[config.mk]
export PLATFORM = sky130hd
export DESIGN_NAME = count_vector_distance_unit_flat
export DESIGN_NICKNAME = d
export VERILOG_FILES = /design/src/hw/rtl/cvd_pkg.sv /design/src/hw/rtl/cvd_req_if.sv /design/src/hw/rtl/cvd_rsp_if.sv /design/src/hw/rtl/cvd_front.sv /design/src/hw/rtl/cvd_queue.sv /design/src/hw/rtl/cvd_accum.sv /design/src/hw/rtl/count_vector_distance_unit.sv /design/src/flat_wrapper.sv
export SDC_FILE = /design/constraint.sdc
export NUM_CORES = 2
export LEC_CHECK = 0
export BUFFER_PORTS_ARGS = -buffer_cell sky130_fd_sc_hd__buf_4
export CELL_PAD_IN_SITES_DETAIL_PLACEMENT = 1
export CELL_PAD_IN_SITES_GLOBAL_PLACEMENT = 2
export CORE_ASPECT_RATIO = 0.8
export CORE_MARGIN = 2
export CORE_UTILIZATION = 39
export DETAILED_ROUTE_END_ITERATION = 8
export GPL_ROUTABILITY_DRIVEN = 0
export PLACE_DENSITY = 0.76
export SYNTH_ARGS = -nofsm -noshare
export SYNTH_HDL_FRONTEND = slang
export SYNTH_SLANG_ARGS = --single-unit
[constraint.sdc]
create_clock -name clock -period 7.2 [get_ports clock]
set_input_delay 0.72 -clock clock [delete_from_list [all_inputs] [get_ports clock]]
set_output_delay 0.72 -clock clock [all_outputs]
set_load 0.01 [all_outputs]
[src/hw/rtl/cvd_pkg.sv]
// Package for the count vector distance unit: widths, metric codes and constants.
// Also holds the elaboration-time builder for the log2 fraction table.
// No dependencies.
package cvd_pkg;

   localparam int COUNT_BITS_DEF    = 16;
   localparam int LOG_FRAC_BITS_DEF = 16;
   localparam int QUEUE_DEPTH_DEF   = 8;

   localparam int SUM_BITS    = 48;
   localparam int METRIC_BITS = 2;
   localparam int TAB_DEPTH   = 256;
   localparam int IDX_BITS    = 8;

   // metric register codes; the last two codes both select the penalty metric
   localparam logic [METRIC_BITS-1:0] METRIC_SQ_EUCLID = 2'd0;
   localparam logic [METRIC_BITS-1:0] METRIC_LOG_L1    = 2'd1;
   localparam logic [METRIC_BITS-1:0] METRIC_LOG_PEN   = 2'd2;
   localparam logic [METRIC_BITS-1:0] METRIC_LOG_PEN_B = 2'd3;
   localparam logic [METRIC_BITS-1:0] METRIC_RESET     = METRIC_LOG_L1;

   localparam int LN2_Q16      = 45426;
   localparam int LN2_ROUND    = 32768;
   localparam int LN2_SHIFT    = 16;
   localparam int PENALTY_INT  = 3;
   localparam int TAB_RAW_BITS = 24;

   localparam logic [SUM_BITS-1:0] SUM_MAX = {SUM_BITS{1'b1}};

   // log2(1 + idx/256) in Q0.24, bit by bit through repeated squaring
   function automatic logic [31:0] log2_frac24(input int unsigned idx);
      logic [63:0] y;
      logic [63:0] r;
      y = 64'(TAB_DEPTH + idx) << 22;
      r = 64'd0;
      for (int n = 0; n < 28; n++) begin
         y = (y * y) >> 30;
         r = r << 1;
         if (y >= (64'd1 << 31)) begin
            r = r | 64'd1;
            y = y >> 1;
         end
      end
      return 32'((r + 64'd8) >> 4);
   endfunction

   // table entry rounded half up to frac_bits fraction bits
   function automatic logic [31:0] frac_entry(input int unsigned idx,
                                              input int unsigned frac_bits);
      logic [31:0] t;
      int unsigned drop;
      t    = log2_frac24(idx);
      drop = TAB_RAW_BITS - frac_bits;
      if (drop > 0) begin
         t = (t + (32'd1 << (drop - 1))) >> drop;
      end
      return t;
   endfunction

endpackage

[src/hw/rtl/cvd_req_if.sv]
// Request channel of the count vector distance unit: one element pair per word.
// Depends on cvd_pkg for the default count width.
interface cvd_req_if #(
   parameter int COUNT_BITS = cvd_pkg::COUNT_BITS_DEF
) ();
   logic                  valid;
   logic                  ready;
   logic [COUNT_BITS-1:0] count_a;
   logic [COUNT_BITS-1:0] count_b;
   logic                  last_element;

   modport source (output valid, count_a, count_b, last_element, input ready);
   modport sink   (input valid, count_a, count_b, last_element, output ready);
endinterface

[src/hw/rtl/cvd_rsp_if.sv]
// Response channel of the count vector distance unit: one distance per word.
// Depends on cvd_pkg for the sum width.
interface cvd_rsp_if ();
   logic                          valid;
   logic                          ready;
   logic [cvd_pkg::SUM_BITS-1:0] distance;

   modport source (output valid, distance, input ready);
   modport sink   (input valid, distance, output ready);
endinterface

[src/hw/rtl/cvd_front.sv]
// Front end: accepts element pairs and computes each element's distance term
// in a three-stage pipeline (log lookup, ln2 scaling / square, term select).
// Depends on cvd_pkg.
module cvd_front #(
   parameter int COUNT_BITS    = cvd_pkg::COUNT_BITS_DEF,
   parameter int LOG_FRAC_BITS = cvd_pkg::LOG_FRAC_BITS_DEF,
   parameter int QUEUE_DEPTH   = cvd_pkg::QUEUE_DEPTH_DEF,
   parameter int TERM_BITS     = 2 * cvd_pkg::COUNT_BITS_DEF
) (
   input  logic                                clock,
   input  logic                                reset,
   input  logic [cvd_pkg::METRIC_BITS-1:0]     metric,
   input  logic                                in_valid,
   output logic                                in_ready,
   input  logic [COUNT_BITS-1:0]               count_a,
   input  logic [COUNT_BITS-1:0]               count_b,
   input  logic                                last_element,
   input  logic [$clog2(QUEUE_DEPTH+1)-1:0]    q_count,
   output logic                                push_valid,
   output logic [TERM_BITS-1:0]                push_term,
   output logic                                push_last
);
   import cvd_pkg::*;

   localparam int KW  = $clog2(COUNT_BITS + 1);
   localparam int L2W = KW + LOG_FRAC_BITS;
   localparam int PW  = L2W + LN2_SHIFT;
   localparam int CW  = $clog2(QUEUE_DEPTH + 1);

   // log2 fraction table, built at elaboration
   logic [LOG_FRAC_BITS-1:0] frac_tab [TAB_DEPTH];
   for (genvar g = 0; g < TAB_DEPTH; g++) begin : g_tab
      localparam logic [31:0] ENTRY = frac_entry(g, LOG_FRAC_BITS);
      assign frac_tab[g] = ENTRY[LOG_FRAC_BITS-1:0];
   end

   // position of the leading one
   function automatic logic [KW-1:0] lead_pos(input logic [COUNT_BITS:0] v);
      logic [KW-1:0] k;
      k = '0;
      for (int b = 0; b <= COUNT_BITS; b++) begin
         if (v[b]) begin
            k = KW'(b);
         end
      end
      return k;
   endfunction

   // stage registers
   logic                     s1_valid_ff, s1_valid_in;
   logic [L2W-1:0]           s1_l2a_ff, s1_l2a_in;
   logic [L2W-1:0]           s1_l2b_ff, s1_l2b_in;
   logic [COUNT_BITS-1:0]    s1_diff_ff, s1_diff_in;
   logic                     s1_log_ff, s1_log_in;
   logic                     s1_pen_ff, s1_pen_in;
   logic                     s1_last_ff, s1_last_in;

   logic                     s2_valid_ff;
   logic [L2W-1:0]           s2_lna_ff, s2_lna_in;
   logic [L2W-1:0]           s2_lnb_ff, s2_lnb_in;
   logic [2*COUNT_BITS-1:0]  s2_sq_ff, s2_sq_in;
   logic                     s2_log_ff;
   logic                     s2_pen_ff;
   logic                     s2_last_ff;

   logic                     s3_valid_ff;
   logic [TERM_BITS-1:0]     s3_term_ff, s3_term_in;
   logic                     s3_last_ff;

   logic [COUNT_BITS:0]      va, vb, vna, vnb;
   logic [KW-1:0]            ka, kb;
   logic [IDX_BITS-1:0]      idxa, idxb;
   logic [PW-1:0]            prod_a, prod_b;
   logic [L2W-1:0]           ln_diff;
   logic [TERM_BITS-1:0]     pen_add;
   logic [CW:0]              occupancy;

   // hold back input when the queue could not absorb everything in flight
   assign occupancy = (CW+1)'(q_count) + (CW+1)'(s1_valid_ff) + (CW+1)'(s2_valid_ff)
                      + (CW+1)'(s3_valid_ff);
   assign in_ready  = occupancy < (CW+1)'(QUEUE_DEPTH);

   // stage 1: log2 by leading one and fraction table, plain difference
   always_comb begin
      va   = {1'b0, count_a} + (COUNT_BITS+1)'(1);
      vb   = {1'b0, count_b} + (COUNT_BITS+1)'(1);
      ka   = lead_pos(va);
      kb   = lead_pos(vb);
      vna  = va << (KW'(COUNT_BITS) - ka);
      vnb  = vb << (KW'(COUNT_BITS) - kb);
      idxa = vna[COUNT_BITS-1 -: IDX_BITS];
      idxb = vnb[COUNT_BITS-1 -: IDX_BITS];
      s1_valid_in = in_valid && in_ready;
      s1_l2a_in   = {ka, frac_tab[idxa]};
      s1_l2b_in   = {kb, frac_tab[idxb]};
      s1_diff_in  = (count_a >= count_b) ? count_a - count_b : count_b - count_a;
      s1_log_in   = metric != METRIC_SQ_EUCLID;
      s1_pen_in   = (metric inside {METRIC_LOG_PEN, METRIC_LOG_PEN_B})
                    && ((count_a == '0) != (count_b == '0));
      s1_last_in  = last_element;
   end

   // stage 2: scale by ln2 with rounding, square the difference
   always_comb begin
      prod_a    = PW'(s1_l2a_ff) * PW'(LN2_Q16) + PW'(LN2_ROUND);
      prod_b    = PW'(s1_l2b_ff) * PW'(LN2_Q16) + PW'(LN2_ROUND);
      s2_lna_in = prod_a[PW-1:LN2_SHIFT];
      s2_lnb_in = prod_b[PW-1:LN2_SHIFT];
      s2_sq_in  = (2*COUNT_BITS)'(s1_diff_ff) * (2*COUNT_BITS)'(s1_diff_ff);
   end

   // stage 3: pick the term for the metric
   always_comb begin
      ln_diff    = (s2_lna_ff >= s2_lnb_ff) ? s2_lna_ff - s2_lnb_ff : s2_lnb_ff - s2_lna_ff;
      pen_add    = s2_pen_ff ? (TERM_BITS'(PENALTY_INT) << LOG_FRAC_BITS) : '0;
      s3_term_in = s2_log_ff ? TERM_BITS'(ln_diff) + pen_add : TERM_BITS'(s2_sq_ff);
   end

   // advance the pipeline every cycle
   always_ff @(posedge clock) begin
      if (reset) begin
         s1_valid_ff <= 1'b0;
         s2_valid_ff <= 1'b0;
         s3_valid_ff <= 1'b0;
      end else begin
         s1_valid_ff <= s1_valid_in;
         s2_valid_ff <= s1_valid_ff;
         s3_valid_ff <= s2_valid_ff;
      end
      s1_l2a_ff  <= s1_l2a_in;
      s1_l2b_ff  <= s1_l2b_in;
      s1_diff_ff <= s1_diff_in;
      s1_log_ff  <= s1_log_in;
      s1_pen_ff  <= s1_pen_in;
      s1_last_ff <= s1_last_in;
      s2_lna_ff  <= s2_lna_in;
      s2_lnb_ff  <= s2_lnb_in;
      s2_sq_ff   <= s2_sq_in;
      s2_log_ff  <= s1_log_ff;
      s2_pen_ff  <= s1_pen_ff;
      s2_last_ff <= s1_last_ff;
      s3_term_ff <= s3_term_in;
      s3_last_ff <= s2_last_ff;
   end

   assign push_valid = s3_valid_ff;
   assign push_term  = s3_term_ff;
   assign push_last  = s3_last_ff;

endmodule

[src/hw/rtl/cvd_queue.sv]
// Small queue that parts the term pipeline from the accumulator.
// Depends on cvd_pkg only for the default width and depth.
module cvd_queue #(
   parameter int WIDTH = 2 * cvd_pkg::COUNT_BITS_DEF + 1,
   parameter int DEPTH = cvd_pkg::QUEUE_DEPTH_DEF
) (
   input  logic                           clock,
   input  logic                           reset,
   input  logic                           push,
   input  logic [WIDTH-1:0]               push_data,
   input  logic                           pop,
   output logic                           pop_valid,
   output logic [WIDTH-1:0]               pop_data,
   output logic [$clog2(DEPTH+1)-1:0]     count
);
   import cvd_pkg::*;

   localparam int PTW = $clog2(DEPTH);
   localparam int CW  = $clog2(DEPTH + 1);

   logic [WIDTH-1:0] mem [DEPTH];
   logic [PTW-1:0]   wr_ptr_ff, wr_ptr_in;
   logic [PTW-1:0]   rd_ptr_ff, rd_ptr_in;
   logic [CW-1:0]    count_ff, count_in;

   // advance pointers with explicit wrap
   always_comb begin
      wr_ptr_in = wr_ptr_ff;
      rd_ptr_in = rd_ptr_ff;
      count_in  = count_ff;
      if (push) begin
         wr_ptr_in = (wr_ptr_ff == PTW'(DEPTH - 1)) ? '0 : wr_ptr_ff + PTW'(1);
      end
      if (pop) begin
         rd_ptr_in = (rd_ptr_ff == PTW'(DEPTH - 1)) ? '0 : rd_ptr_ff + PTW'(1);
      end
      if (push && !pop) begin
         count_in = count_ff + CW'(1);
      end else if (pop && !push) begin
         count_in = count_ff - CW'(1);
      end
   end

   always_ff @(posedge clock) begin
      if (reset) begin
         wr_ptr_ff <= '0;
         rd_ptr_ff <= '0;
         count_ff  <= '0;
      end else begin
         wr_ptr_ff <= wr_ptr_in;
         rd_ptr_ff <= rd_ptr_in;
         count_ff  <= count_in;
      end
   end

   // storage
   always_ff @(posedge clock) begin
      if (push) begin
         mem[wr_ptr_ff] <= push_data;
      end
   end

   assign pop_valid = count_ff != '0;
   assign pop_data  = mem[rd_ptr_ff];
   assign count     = count_ff;

endmodule

[src/hw/rtl/cvd_accum.sv]
// Back end: adds queued terms into the saturating running sum and emits the
// distance on the last element through an output register. Depends on cvd_pkg.
module cvd_accum #(
   parameter int TERM_BITS = 2 * cvd_pkg::COUNT_BITS_DEF
) (
   input  logic                          clock,
   input  logic                          reset,
   input  logic                          q_valid,
   input  logic [TERM_BITS-1:0]          q_term,
   input  logic                          q_last,
   output logic                          q_pop,
   output logic                          out_valid,
   input  logic                          out_ready,
   output logic [cvd_pkg::SUM_BITS-1:0]  distance
);
   import cvd_pkg::*;

   localparam int AW = ((SUM_BITS > TERM_BITS) ? SUM_BITS : TERM_BITS) + 1;

   logic [SUM_BITS-1:0] sum_ff, sum_in;
   logic [SUM_BITS-1:0] dist_ff, dist_in;
   logic                valid_ff, valid_in;
   logic [AW-1:0]       total;
   logic [SUM_BITS-1:0] sat_sum;

   // pop unless the term is a last one and a finished distance is still waiting
   assign q_pop = q_valid && (!q_last || !valid_ff || out_ready);

   // saturating add
   always_comb begin
      total   = AW'(sum_ff) + AW'(q_term);
      sat_sum = (total > AW'(SUM_MAX)) ? SUM_MAX : total[SUM_BITS-1:0];
   end

   always_comb begin
      sum_in   = sum_ff;
      dist_in  = dist_ff;
      valid_in = valid_ff && !out_ready;
      if (q_pop) begin
         if (q_last) begin
            dist_in  = sat_sum;
            valid_in = 1'b1;
            sum_in   = '0;
         end else begin
            sum_in = sat_sum;
         end
      end
   end

   always_ff @(posedge clock) begin
      if (reset) begin
         sum_ff   <= '0;
         valid_ff <= 1'b0;
      end else begin
         sum_ff   <= sum_in;
         valid_ff <= valid_in;
      end
      dist_ff <= dist_in;
   end

   assign out_valid = valid_ff;
   assign distance  = dist_ff;

endmodule

[src/hw/rtl/count_vector_distance_unit.sv]
// Count vector distance unit: streaming squared-Euclidean, log-L1 or penalised log-L1 distance.
// Path: the last element's term passes term stages 1 to 3 and the queue; the distance is held in the output register.
// Throughput: one element per cycle while req_ch.ready is high; the queue absorbs QUEUE_DEPTH - 3 words of
// response stall before req_ch.ready drops (three term pipeline stages in flight).
// Reset: synchronous; metric returns to log L1, the running sum clears, queue empties.
module count_vector_distance_unit #(
   parameter int COUNT_BITS    = cvd_pkg::COUNT_BITS_DEF,
   parameter int LOG_FRAC_BITS = cvd_pkg::LOG_FRAC_BITS_DEF,
   parameter int QUEUE_DEPTH   = cvd_pkg::QUEUE_DEPTH_DEF
) (
   input  logic                             clock,
   input  logic                             reset,
   cvd_req_if.sink                          req_ch,
   cvd_rsp_if.source                        rsp_ch,
   input  logic                             csr_we,
   input  logic [cvd_pkg::METRIC_BITS-1:0]  csr_wdata
);
   import cvd_pkg::*;

   localparam int KW        = $clog2(COUNT_BITS + 1);
   localparam int L2W       = KW + LOG_FRAC_BITS;
   localparam int TERM_BITS = (2 * COUNT_BITS > L2W + 1) ? 2 * COUNT_BITS : L2W + 1;
   localparam int CW        = $clog2(QUEUE_DEPTH + 1);

   logic [METRIC_BITS-1:0] metric_ff;
   logic                   push_valid;
   logic [TERM_BITS-1:0]   push_term;
   logic                   push_last;
   logic                   q_pop;
   logic                   q_valid;
   logic [TERM_BITS:0]     q_data;
   logic [CW-1:0]          q_count;

   // metric register
   always_ff @(posedge clock) begin
      if (reset) begin
         metric_ff <= METRIC_RESET;
      end else if (csr_we) begin
         metric_ff <= csr_wdata;
      end
   end

   cvd_front #(
      .COUNT_BITS    (COUNT_BITS),
      .LOG_FRAC_BITS (LOG_FRAC_BITS),
      .QUEUE_DEPTH   (QUEUE_DEPTH),
      .TERM_BITS     (TERM_BITS)
   ) u_front (
      .clock        (clock),
      .reset        (reset),
      .metric       (metric_ff),
      .in_valid     (req_ch.valid),
      .in_ready     (req_ch.ready),
      .count_a      (req_ch.count_a),
      .count_b      (req_ch.count_b),
      .last_element (req_ch.last_element),
      .q_count      (q_count),
      .push_valid   (push_valid),
      .push_term    (push_term),
      .push_last    (push_last)
   );

   cvd_queue #(
      .WIDTH (TERM_BITS + 1),
      .DEPTH (QUEUE_DEPTH)
   ) u_queue (
      .clock     (clock),
      .reset     (reset),
      .push      (push_valid),
      .push_data ({push_last, push_term}),
      .pop       (q_pop),
      .pop_valid (q_valid),
      .pop_data  (q_data),
      .count     (q_count)
   );

   cvd_accum #(
      .TERM_BITS (TERM_BITS)
   ) u_accum (
      .clock     (clock),
      .reset     (reset),
      .q_valid   (q_valid),
      .q_term    (q_data[TERM_BITS-1:0]),
      .q_last    (q_data[TERM_BITS]),
      .q_pop     (q_pop),
      .out_valid (rsp_ch.valid),
      .out_ready (rsp_ch.ready),
      .distance  (rsp_ch.distance)
   );

endmodule
[src/flat_wrapper.sv]
// flat-port wrapper written by rule: the top's interface ports become plain ports
module count_vector_distance_unit_flat import cvd_pkg::*;
#(
   parameter int COUNT_BITS    = cvd_pkg::COUNT_BITS_DEF,
   parameter int LOG_FRAC_BITS = cvd_pkg::LOG_FRAC_BITS_DEF,
   parameter int QUEUE_DEPTH   = cvd_pkg::QUEUE_DEPTH_DEF
)
  (clock, reset, csr_we, csr_wdata, req_ch_valid, req_ch_count_a, req_ch_count_b, req_ch_last_element, req_ch_ready, rsp_ch_valid, rsp_ch_distance, rsp_ch_ready);
  cvd_req_if #(.COUNT_BITS(COUNT_BITS)) req_ch_i ();
  cvd_rsp_if rsp_ch_i ();
  input  logic clock;
  input  logic reset;
  input  logic csr_we;
  input  logic [cvd_pkg::METRIC_BITS-1:0] csr_wdata;
  input wire logic [$bits(req_ch_i.valid)-1:0] req_ch_valid;
  input wire logic [$bits(req_ch_i.count_a)-1:0] req_ch_count_a;
  input wire logic [$bits(req_ch_i.count_b)-1:0] req_ch_count_b;
  input wire logic [$bits(req_ch_i.last_element)-1:0] req_ch_last_element;
  output wire logic [$bits(req_ch_i.ready)-1:0] req_ch_ready;
  output wire logic [$bits(rsp_ch_i.valid)-1:0] rsp_ch_valid;
  output wire logic [$bits(rsp_ch_i.distance)-1:0] rsp_ch_distance;
  input wire logic [$bits(rsp_ch_i.ready)-1:0] rsp_ch_ready;
  assign req_ch_i.valid = req_ch_valid;
  assign req_ch_i.count_a = req_ch_count_a;
  assign req_ch_i.count_b = req_ch_count_b;
  assign req_ch_i.last_element = req_ch_last_element;
  assign req_ch_ready = req_ch_i.ready;
  assign rsp_ch_valid = rsp_ch_i.valid;
  assign rsp_ch_distance = rsp_ch_i.distance;
  assign rsp_ch_i.ready = rsp_ch_ready;
  count_vector_distance_unit #(.COUNT_BITS(COUNT_BITS), .LOG_FRAC_BITS(LOG_FRAC_BITS), .QUEUE_DEPTH(QUEUE_DEPTH)) u_core (.clock(clock), .reset(reset), .req_ch(req_ch_i), .rsp_ch(rsp_ch_i), .csr_we(csr_we), .csr_wdata(csr_wdata));
endmodule
Word-level counts from Yosys, hierarchy flattened:

Memories as Yosys holds them, arrays and structs flattened. A register that Yosys moved wholly into a read port is not among the register bits.
Cells that the tools add are included.

* bits in registers: 283
* latch bits: 0
* RAM bits: 264
* memory bits (read-only): 8192
* input port bits: 40
* output and inout port bits: 50
* word-level logic and storage cells: 136
* memories kept: 3

Memory list
* (name not given): depth 256, bits a word 16, rd ports 1, clocked after Yosys merged registers in 1, wr ports 0, line cvd_front.sv:95 `s1_l2b_in = {kb, frac_tab[idxb]};`
* (name not given): depth 256, bits a word 16, rd ports 1, clocked after Yosys merged registers in 1, wr ports 0, line cvd_front.sv:94 `s1_l2a_in = {ka, frac_tab[idxa]};`
* u_core.u_queue.mem: depth 8, bits a word 33, rd ports 1, clocked after Yosys merged registers in 1, wr ports 1, line cvd_queue.sv:21 `logic [WIDTH-1:0] mem [DEPTH];`

* add/subtract/negate cells: 19
* $mul: 3
* divide/modulo/power cells: 0
* $lt $le $gt $ge: 6
* equal/unequal tests: 5
* shifts and indexed selects: 2
* mux-type cells: 52
* bitwise logic cells: 2
* reduce and logical (&&, ||, !) cells: 20

Operators by type and width (count)
* 5-bit two-way mux: 30
* 48-bit two-way mux: 2
* 16-bit two-way mux: 5
* 37-bit by 16-bit adder with 37-bit output (second input constant): 2
* 21-bit by 15-bit multiplier with 36-bit output (second input constant): 2
* 48-bit by 32-bit adder with 49-bit output: 1
* 49-bit by 48-bit greater-than comparator with 1-bit output (second input constant): 1
* 21-bit subtractor: 2
* 16-bit by 1-bit adder with 17-bit output (second input constant): 2
* 17-bit by 5-bit << shifter with 16-bit output: 2
* 16-bit zero test: 2
* 16-bit by 16-bit multiplier with 32-bit output: 1
* 32-bit two-way mux: 1
* 16-bit subtractor: 2
* 21-bit by 18-bit adder with 22-bit output: 1
* 21-bit >= comparator: 1
* 21-bit two-way mux: 1
* 9-bit >= comparator (second input constant): 2
* 18-bit two-way mux: 1
* 8-bit inverter with 9-bit output: 2
* 16-bit >= comparator: 1
* 3-bit two-way mux: 4
* 5-bit by 1-bit adder with 5-bit output: 2
* 5-bit subtractor (first input constant): 2
* 16 further kinds: 37

Longest topological paths before layout:

* depth after elaboration: 23
* mapped depth: 31
* gate-level depth less buffers: 27

Cells and area by module:

Synthesis repeated with hierarchy kept, for this count alone.

* cells, all modules: 5768
* area total of the unflattened synthesis: 54354.6 µm²

Modules (own cells, without submodules)
* cvd_front: times used 1, cells an instance 4684, area each 38019.0 µm², sequential area each 3463.3 µm²
* cvd_queue: times used 1, cells an instance 451, area each 10551.4 µm², sequential area each 8187.9 µm²
* cvd_accum: times used 1, cells an instance 627, area each 5715.5 µm², sequential area each 2422.3 µm²
* count_vector_distance_unit: times used 1, cells an instance 6, area each 68.8 µm², sequential area each 40.0 µm²

Worst setup path after synthesis:

No wires, ideal clock.

* path kind: register to register
* start point: reg u_core.u_front.s1_l2b_ff[10]
* end point: reg u_core.u_front.s2_lnb_ff[20]
* library setup time: 121 ps
* arrival time: 6523 ps
* data required time: 7079 ps
* slack: 556 ps
* stages on the path, launching flop included: 25
* buffers on the path: 0
* period minus slack after synthesis: 6644 ps
* path through: dfxtp_1 inv_1 fa_1 fa_1 inv_1 ha_1 fa_1 fa_1 ha_1 ha_1 or2_2 a2111o_1 a21oi_1 o21bai_1 a21oi_1 mux2_2 nor3_1 and3_1 and4_1 and4_1 and4_1 nand4_1 xnor2_1 nor2_1 xnor2_1

* cells in the longest elaborated chain, start to end: 2

Ends and longest elaborated chain
* start, declared: line cvd_front.sv:52 `logic [L2W-1:0] s1_l2b_ff, s1_l2b_in;`
* 21-bit by 15-bit multiplier with 36-bit output: line cvd_front.sv:106 `prod_b = PW'(s1_l2b_ff) * PW'(LN2_Q16) + PW'(LN2_ROUND);`
* 37-bit by 16-bit adder with 37-bit output: line cvd_front.sv:106
* net u_core.u_front.prod_b[36]: line cvd_front.sv:73 `logic [PW-1:0] prod_a, prod_b;`
* end signal, assigned: line cvd_front.sv:137 `s2_lnb_ff <= s2_lnb_in;`
* end, declared: line cvd_front.sv:60 `logic [L2W-1:0] s2_lnb_ff, s2_lnb_in;`

The timed path passes the listed nets, and every way through them passes these cells.
A chain may end at the register's enable or synchronous reset.

Worst setup path after layout:

* start point: reg u_core.u_front.s1_diff_ff[6]
* end point: reg u_core.u_front.s2_sq_ff[30]

* cells in the longest elaborated chain, start to end: 1

Ends and longest elaborated chain
* start, declared: line cvd_front.sv:53 `logic [COUNT_BITS-1:0] s1_diff_ff, s1_diff_in;`
* start signal, assigned: line cvd_front.sv:132 `s1_diff_ff <= s1_diff_in;`
* 16-bit by 16-bit multiplier with 32-bit output: line cvd_front.sv:109 `s2_sq_in = (2*COUNT_BITS)'(s1_diff_ff) * (2*COUNT_BITS)'(s1_diff_ff);`
* net u_core.u_front.s2_sq_in[30]: line cvd_front.sv:61 `logic [2*COUNT_BITS-1:0] s2_sq_ff, s2_sq_in;`
* end signal, assigned: line cvd_front.sv:138 `s2_sq_ff <= s2_sq_in;`
* end, declared: line cvd_front.sv:61

The timed path passes the listed nets, and every way through them passes these cells.

==> impl_results.md <==
- CTS tree: done
- Critical Path Source Type: flop
- Setup_tns: 0 ns
- Critical Path AT: approximately 7.4 ns
- Ys flop type: edfxtp_1
- #FFs+latches synth: 549
- Number of flops mapped to enable cells by yosys: 312
- DP Area: roughly 57000 sq um
- FFs w/ async S/R, synth: 0%
- Post-cts resize count: 0
- GR Util met3: under 10%
- Post-CTS Setup Inserts: 0
- Most instantiated cells after synthesis: inv_1 (592), ha_1 (539), nand2_1 (385), fa_1 (379), nor2_1 (353)
- Clock Path Buffers: 3
- Total Wirelength: roughly 180 mm
- GR Util met2: between 30% and 40%
- DR vias: 44060
- I/O pin cnt: 90
- Yosys warns: 0
- Layout Nets: roughly 6700
- Period minus WS final: 6.861 ns
- Sequential-to-total area share from yosys stat: between 20% and 30%
- Slew @ Worst Pin: 1.014 ns
- Fillers: around 15000
- Cell Rows: around 120
- Cell variety after synth: 120
- Final Hold Fails: 0
- Global-route wire length before repair: around 280 mm
- Die Area: 140100 sq um
- Initial antenna violation count: 15
- Post-DRT Antenna Nets: 0
- CP Capture Type: flop
- Area growth, synth to finish: 11.20%
- Share of cells above drive strength 1: between 10% and 20%
- Multi-input gate area: about 36000 sq um
- GR Overflow Total: 0
- CTS sink cnt: between 500 and 600
- Dpl hpwl: approximately 140 mm
- Req. time, crit path: just under 8 ns
- Crit path kind: flop to flop
- DR vias/cell: 5.833
- Syn Inst Count: about 5600
- Leading area contributor after synthesis: edfxtp_1
- Clock Latency Late Sink: around 0.69 ns
- H-tree Lvls: 2
- Min-delay worst type: input port to flop
- DR WL/cell: 23.72 um
- Largest net degree at the start of global routing: approximately 100
- Starting Density: about two fifths
- Fin crit share: 95.29%
- Post-Syn Area: 53460 sq um
- Max Clk Rate: 0.1458 GHz
- All-Layer GR Usage: between 20% and 30%
- Hold buffer count at cts: 0
- PortBufs: between 80 and 90
- Most Used Layer, Global Route: met2
- Register Area: 14130 sq um
- Initial DRC count: approximately 3800
- CP max FO: 16
- Mapped Nets: 6546
- Count of final setup violators: 0
- Residual DRC: 0
- Final instance area: a little under 60000 sq um
- Top cell type's share of synthesized area: between 10% and 20%
- Die Span X: 417.9 um
- DR pass1 iterations: 5
- CTS root buf: clkbuf_16
- CTS Buf Count: 61
- Die height: 335.1 um
- Top post-synthesis cells by area: edfxtp_1 (18%), fa_1 (14%), ha_1 (13%), dfxtp_1 (8.9%), inv_1 (4.2%)
- Top-count cell post-synth: inv_1
- Number of max-cap violations: 0
- CORE AREA: approximately 140000 sq um
- Vias in the first global route: between 40000 and 50000
- Clock skew: just under 0.06 ns
- Clock-pin slew on the worst setup and hold paths: 0.06 ns
- Status: complete, no violations
- Mean Syn Cell Area: 9.566 sq um
- GR met1 Demand/Resource: ~36%
- Slew headroom: about a third
- Fin. max-slew vios: 0
-- per-layer routing --
layer,up-vias,part of all wire (%),wire length (um)
li1,20190,-,-
met1,21990,46,83170
met2,1573,44,78330
met3,302,7.1,12630
met4,0,2.8,4991
met5,-,0,0
-- layout by cell type, fill, tap and decap left out, types with 88 or more instances in the layout --
cell      Yosys  routed
dfxtp_1     237     229
nand3_1     113     113
nor3_1      112     108
fa_1        379     379
nor2_1      353     344
a21oi_1     325     324
ha_1        539     539
xor2_1       88      88
inv_1       592     588
nand2_1     385     385
o21ai_0     237     234
xnor2_1     164     162
buf_4        27     361
edfxtp_1    312     312
-- final timing paths --
kind	startpoint	endpoint	slack [ns]	cells past startpoint
worst max-delay path	u_core.u_front.s1_diff_ff[6]$_DFF_P_	u_core.u_front.s2_sq_ff[30]$_DFF_P_	0.34	24
worst min-delay path	req_ch_last_element	u_core.u_front.s1_last_ff$_DFF_P_	0.19	1
worst min register to register	u_core.u_front.s1_log_ff$_DFF_P_	u_core.u_front.s2_log_ff$_DFF_P_	0.33	0
worst max register to register	u_core.u_front.s1_diff_ff[6]$_DFF_P_	u_core.u_front.s2_sq_ff[30]$_DFF_P_	0.34	24
-- critical path, stage by stage (launching register included) --
cell      delay [ns]
dfxtp_1         0.78
nand2_1         0.24
fa_1            0.55
fa_1            0.55
inv_1           0.04
ha_1            0.27
ha_1            0.27
inv_1           0.04
fa_1            0.48
inv_1           0.06
fa_1            0.44
ha_1            0.36
inv_1           0.06
o21bai_1        0.15
a21oi_1         0.13
o311a_1         0.39
a21oi_1         0.28
a211oi_1        0.12
or3b_2          0.54
o311ai_0        0.35
buf_4           0.20
o41ai_1         0.10
o21bai_1        0.15
a21oi_1         0.10
xnor2_1         0.12
-- metrics by stage --
step | setup WS [ns] | instances | util (%) | hold WS [ns]
after global routing | -0.004794 | 7552 | 43.67 | 0.1469
after detailed placement | 0.09929 | 7428 | 42.10 | 0.3135
after floorplan | 0.5558 | 5588 | - | 0.3096
final | 0.3395 | 7553 | 43.68 | 0.1917
after CTS | 0.05778 | 7544 | 43.60 | 0.1361
after global placement | 0.2067 | 7428 | 42.10 | 0.3101
-- sequential cells by signal, indices dropped and copies added (netlist names), 21 cells and up, named ones only --
name and count:
u_core.u_accum.distance 48, u_core.u_accum.sum_ff 48, u_core.u_front.push_term 32, u_core.u_front.s1_l2a_ff 21, u_core.u_front.s1_l2b_ff 21, u_core.u_front.s2_lna_ff 21, u_core.u_front.s2_lnb_ff 21, u_core.u_front.s2_sq_ff 31
u_core.u_queue.mem 264
-- final cells by class --
class                   instances  area share (%)
multi-input cells            4119           60.22
clock buffers                  76           2.730
well taps                    1783           3.753
clock inverters                40          0.7114
diodes                          9         0.03789
flip-flops and latches        549           23.76
inverters                     604           3.826
repair buffers                373           4.963
-- logic make-up (layout without fill, tap and decap cells) --
| family | count (synthesis) | count (layout) | share of synthesized area (%) |
|---|---|---|---|
| other | 0 | 9 | 0 |
| multiplexers | 178 | 178 | 5.180 |
| AO/OA/AOI/OAI | 1372 | 1372 | 17.56 |
| adder cells (fa/ha/maj) | 918 | 918 | 26.81 |
| flip-flops | 549 | 549 | 26.40 |
| XOR/XNOR | 254 | 254 | 4.190 |
| buffers and inverters | 920 | 1093 | 6.968 |
| AND/OR/NAND/NOR | 1397 | 1397 | 12.89 |
Power is not shown: default switching activity piles up to over one toggle a cycle in this logic, so the estimate is an artifact.
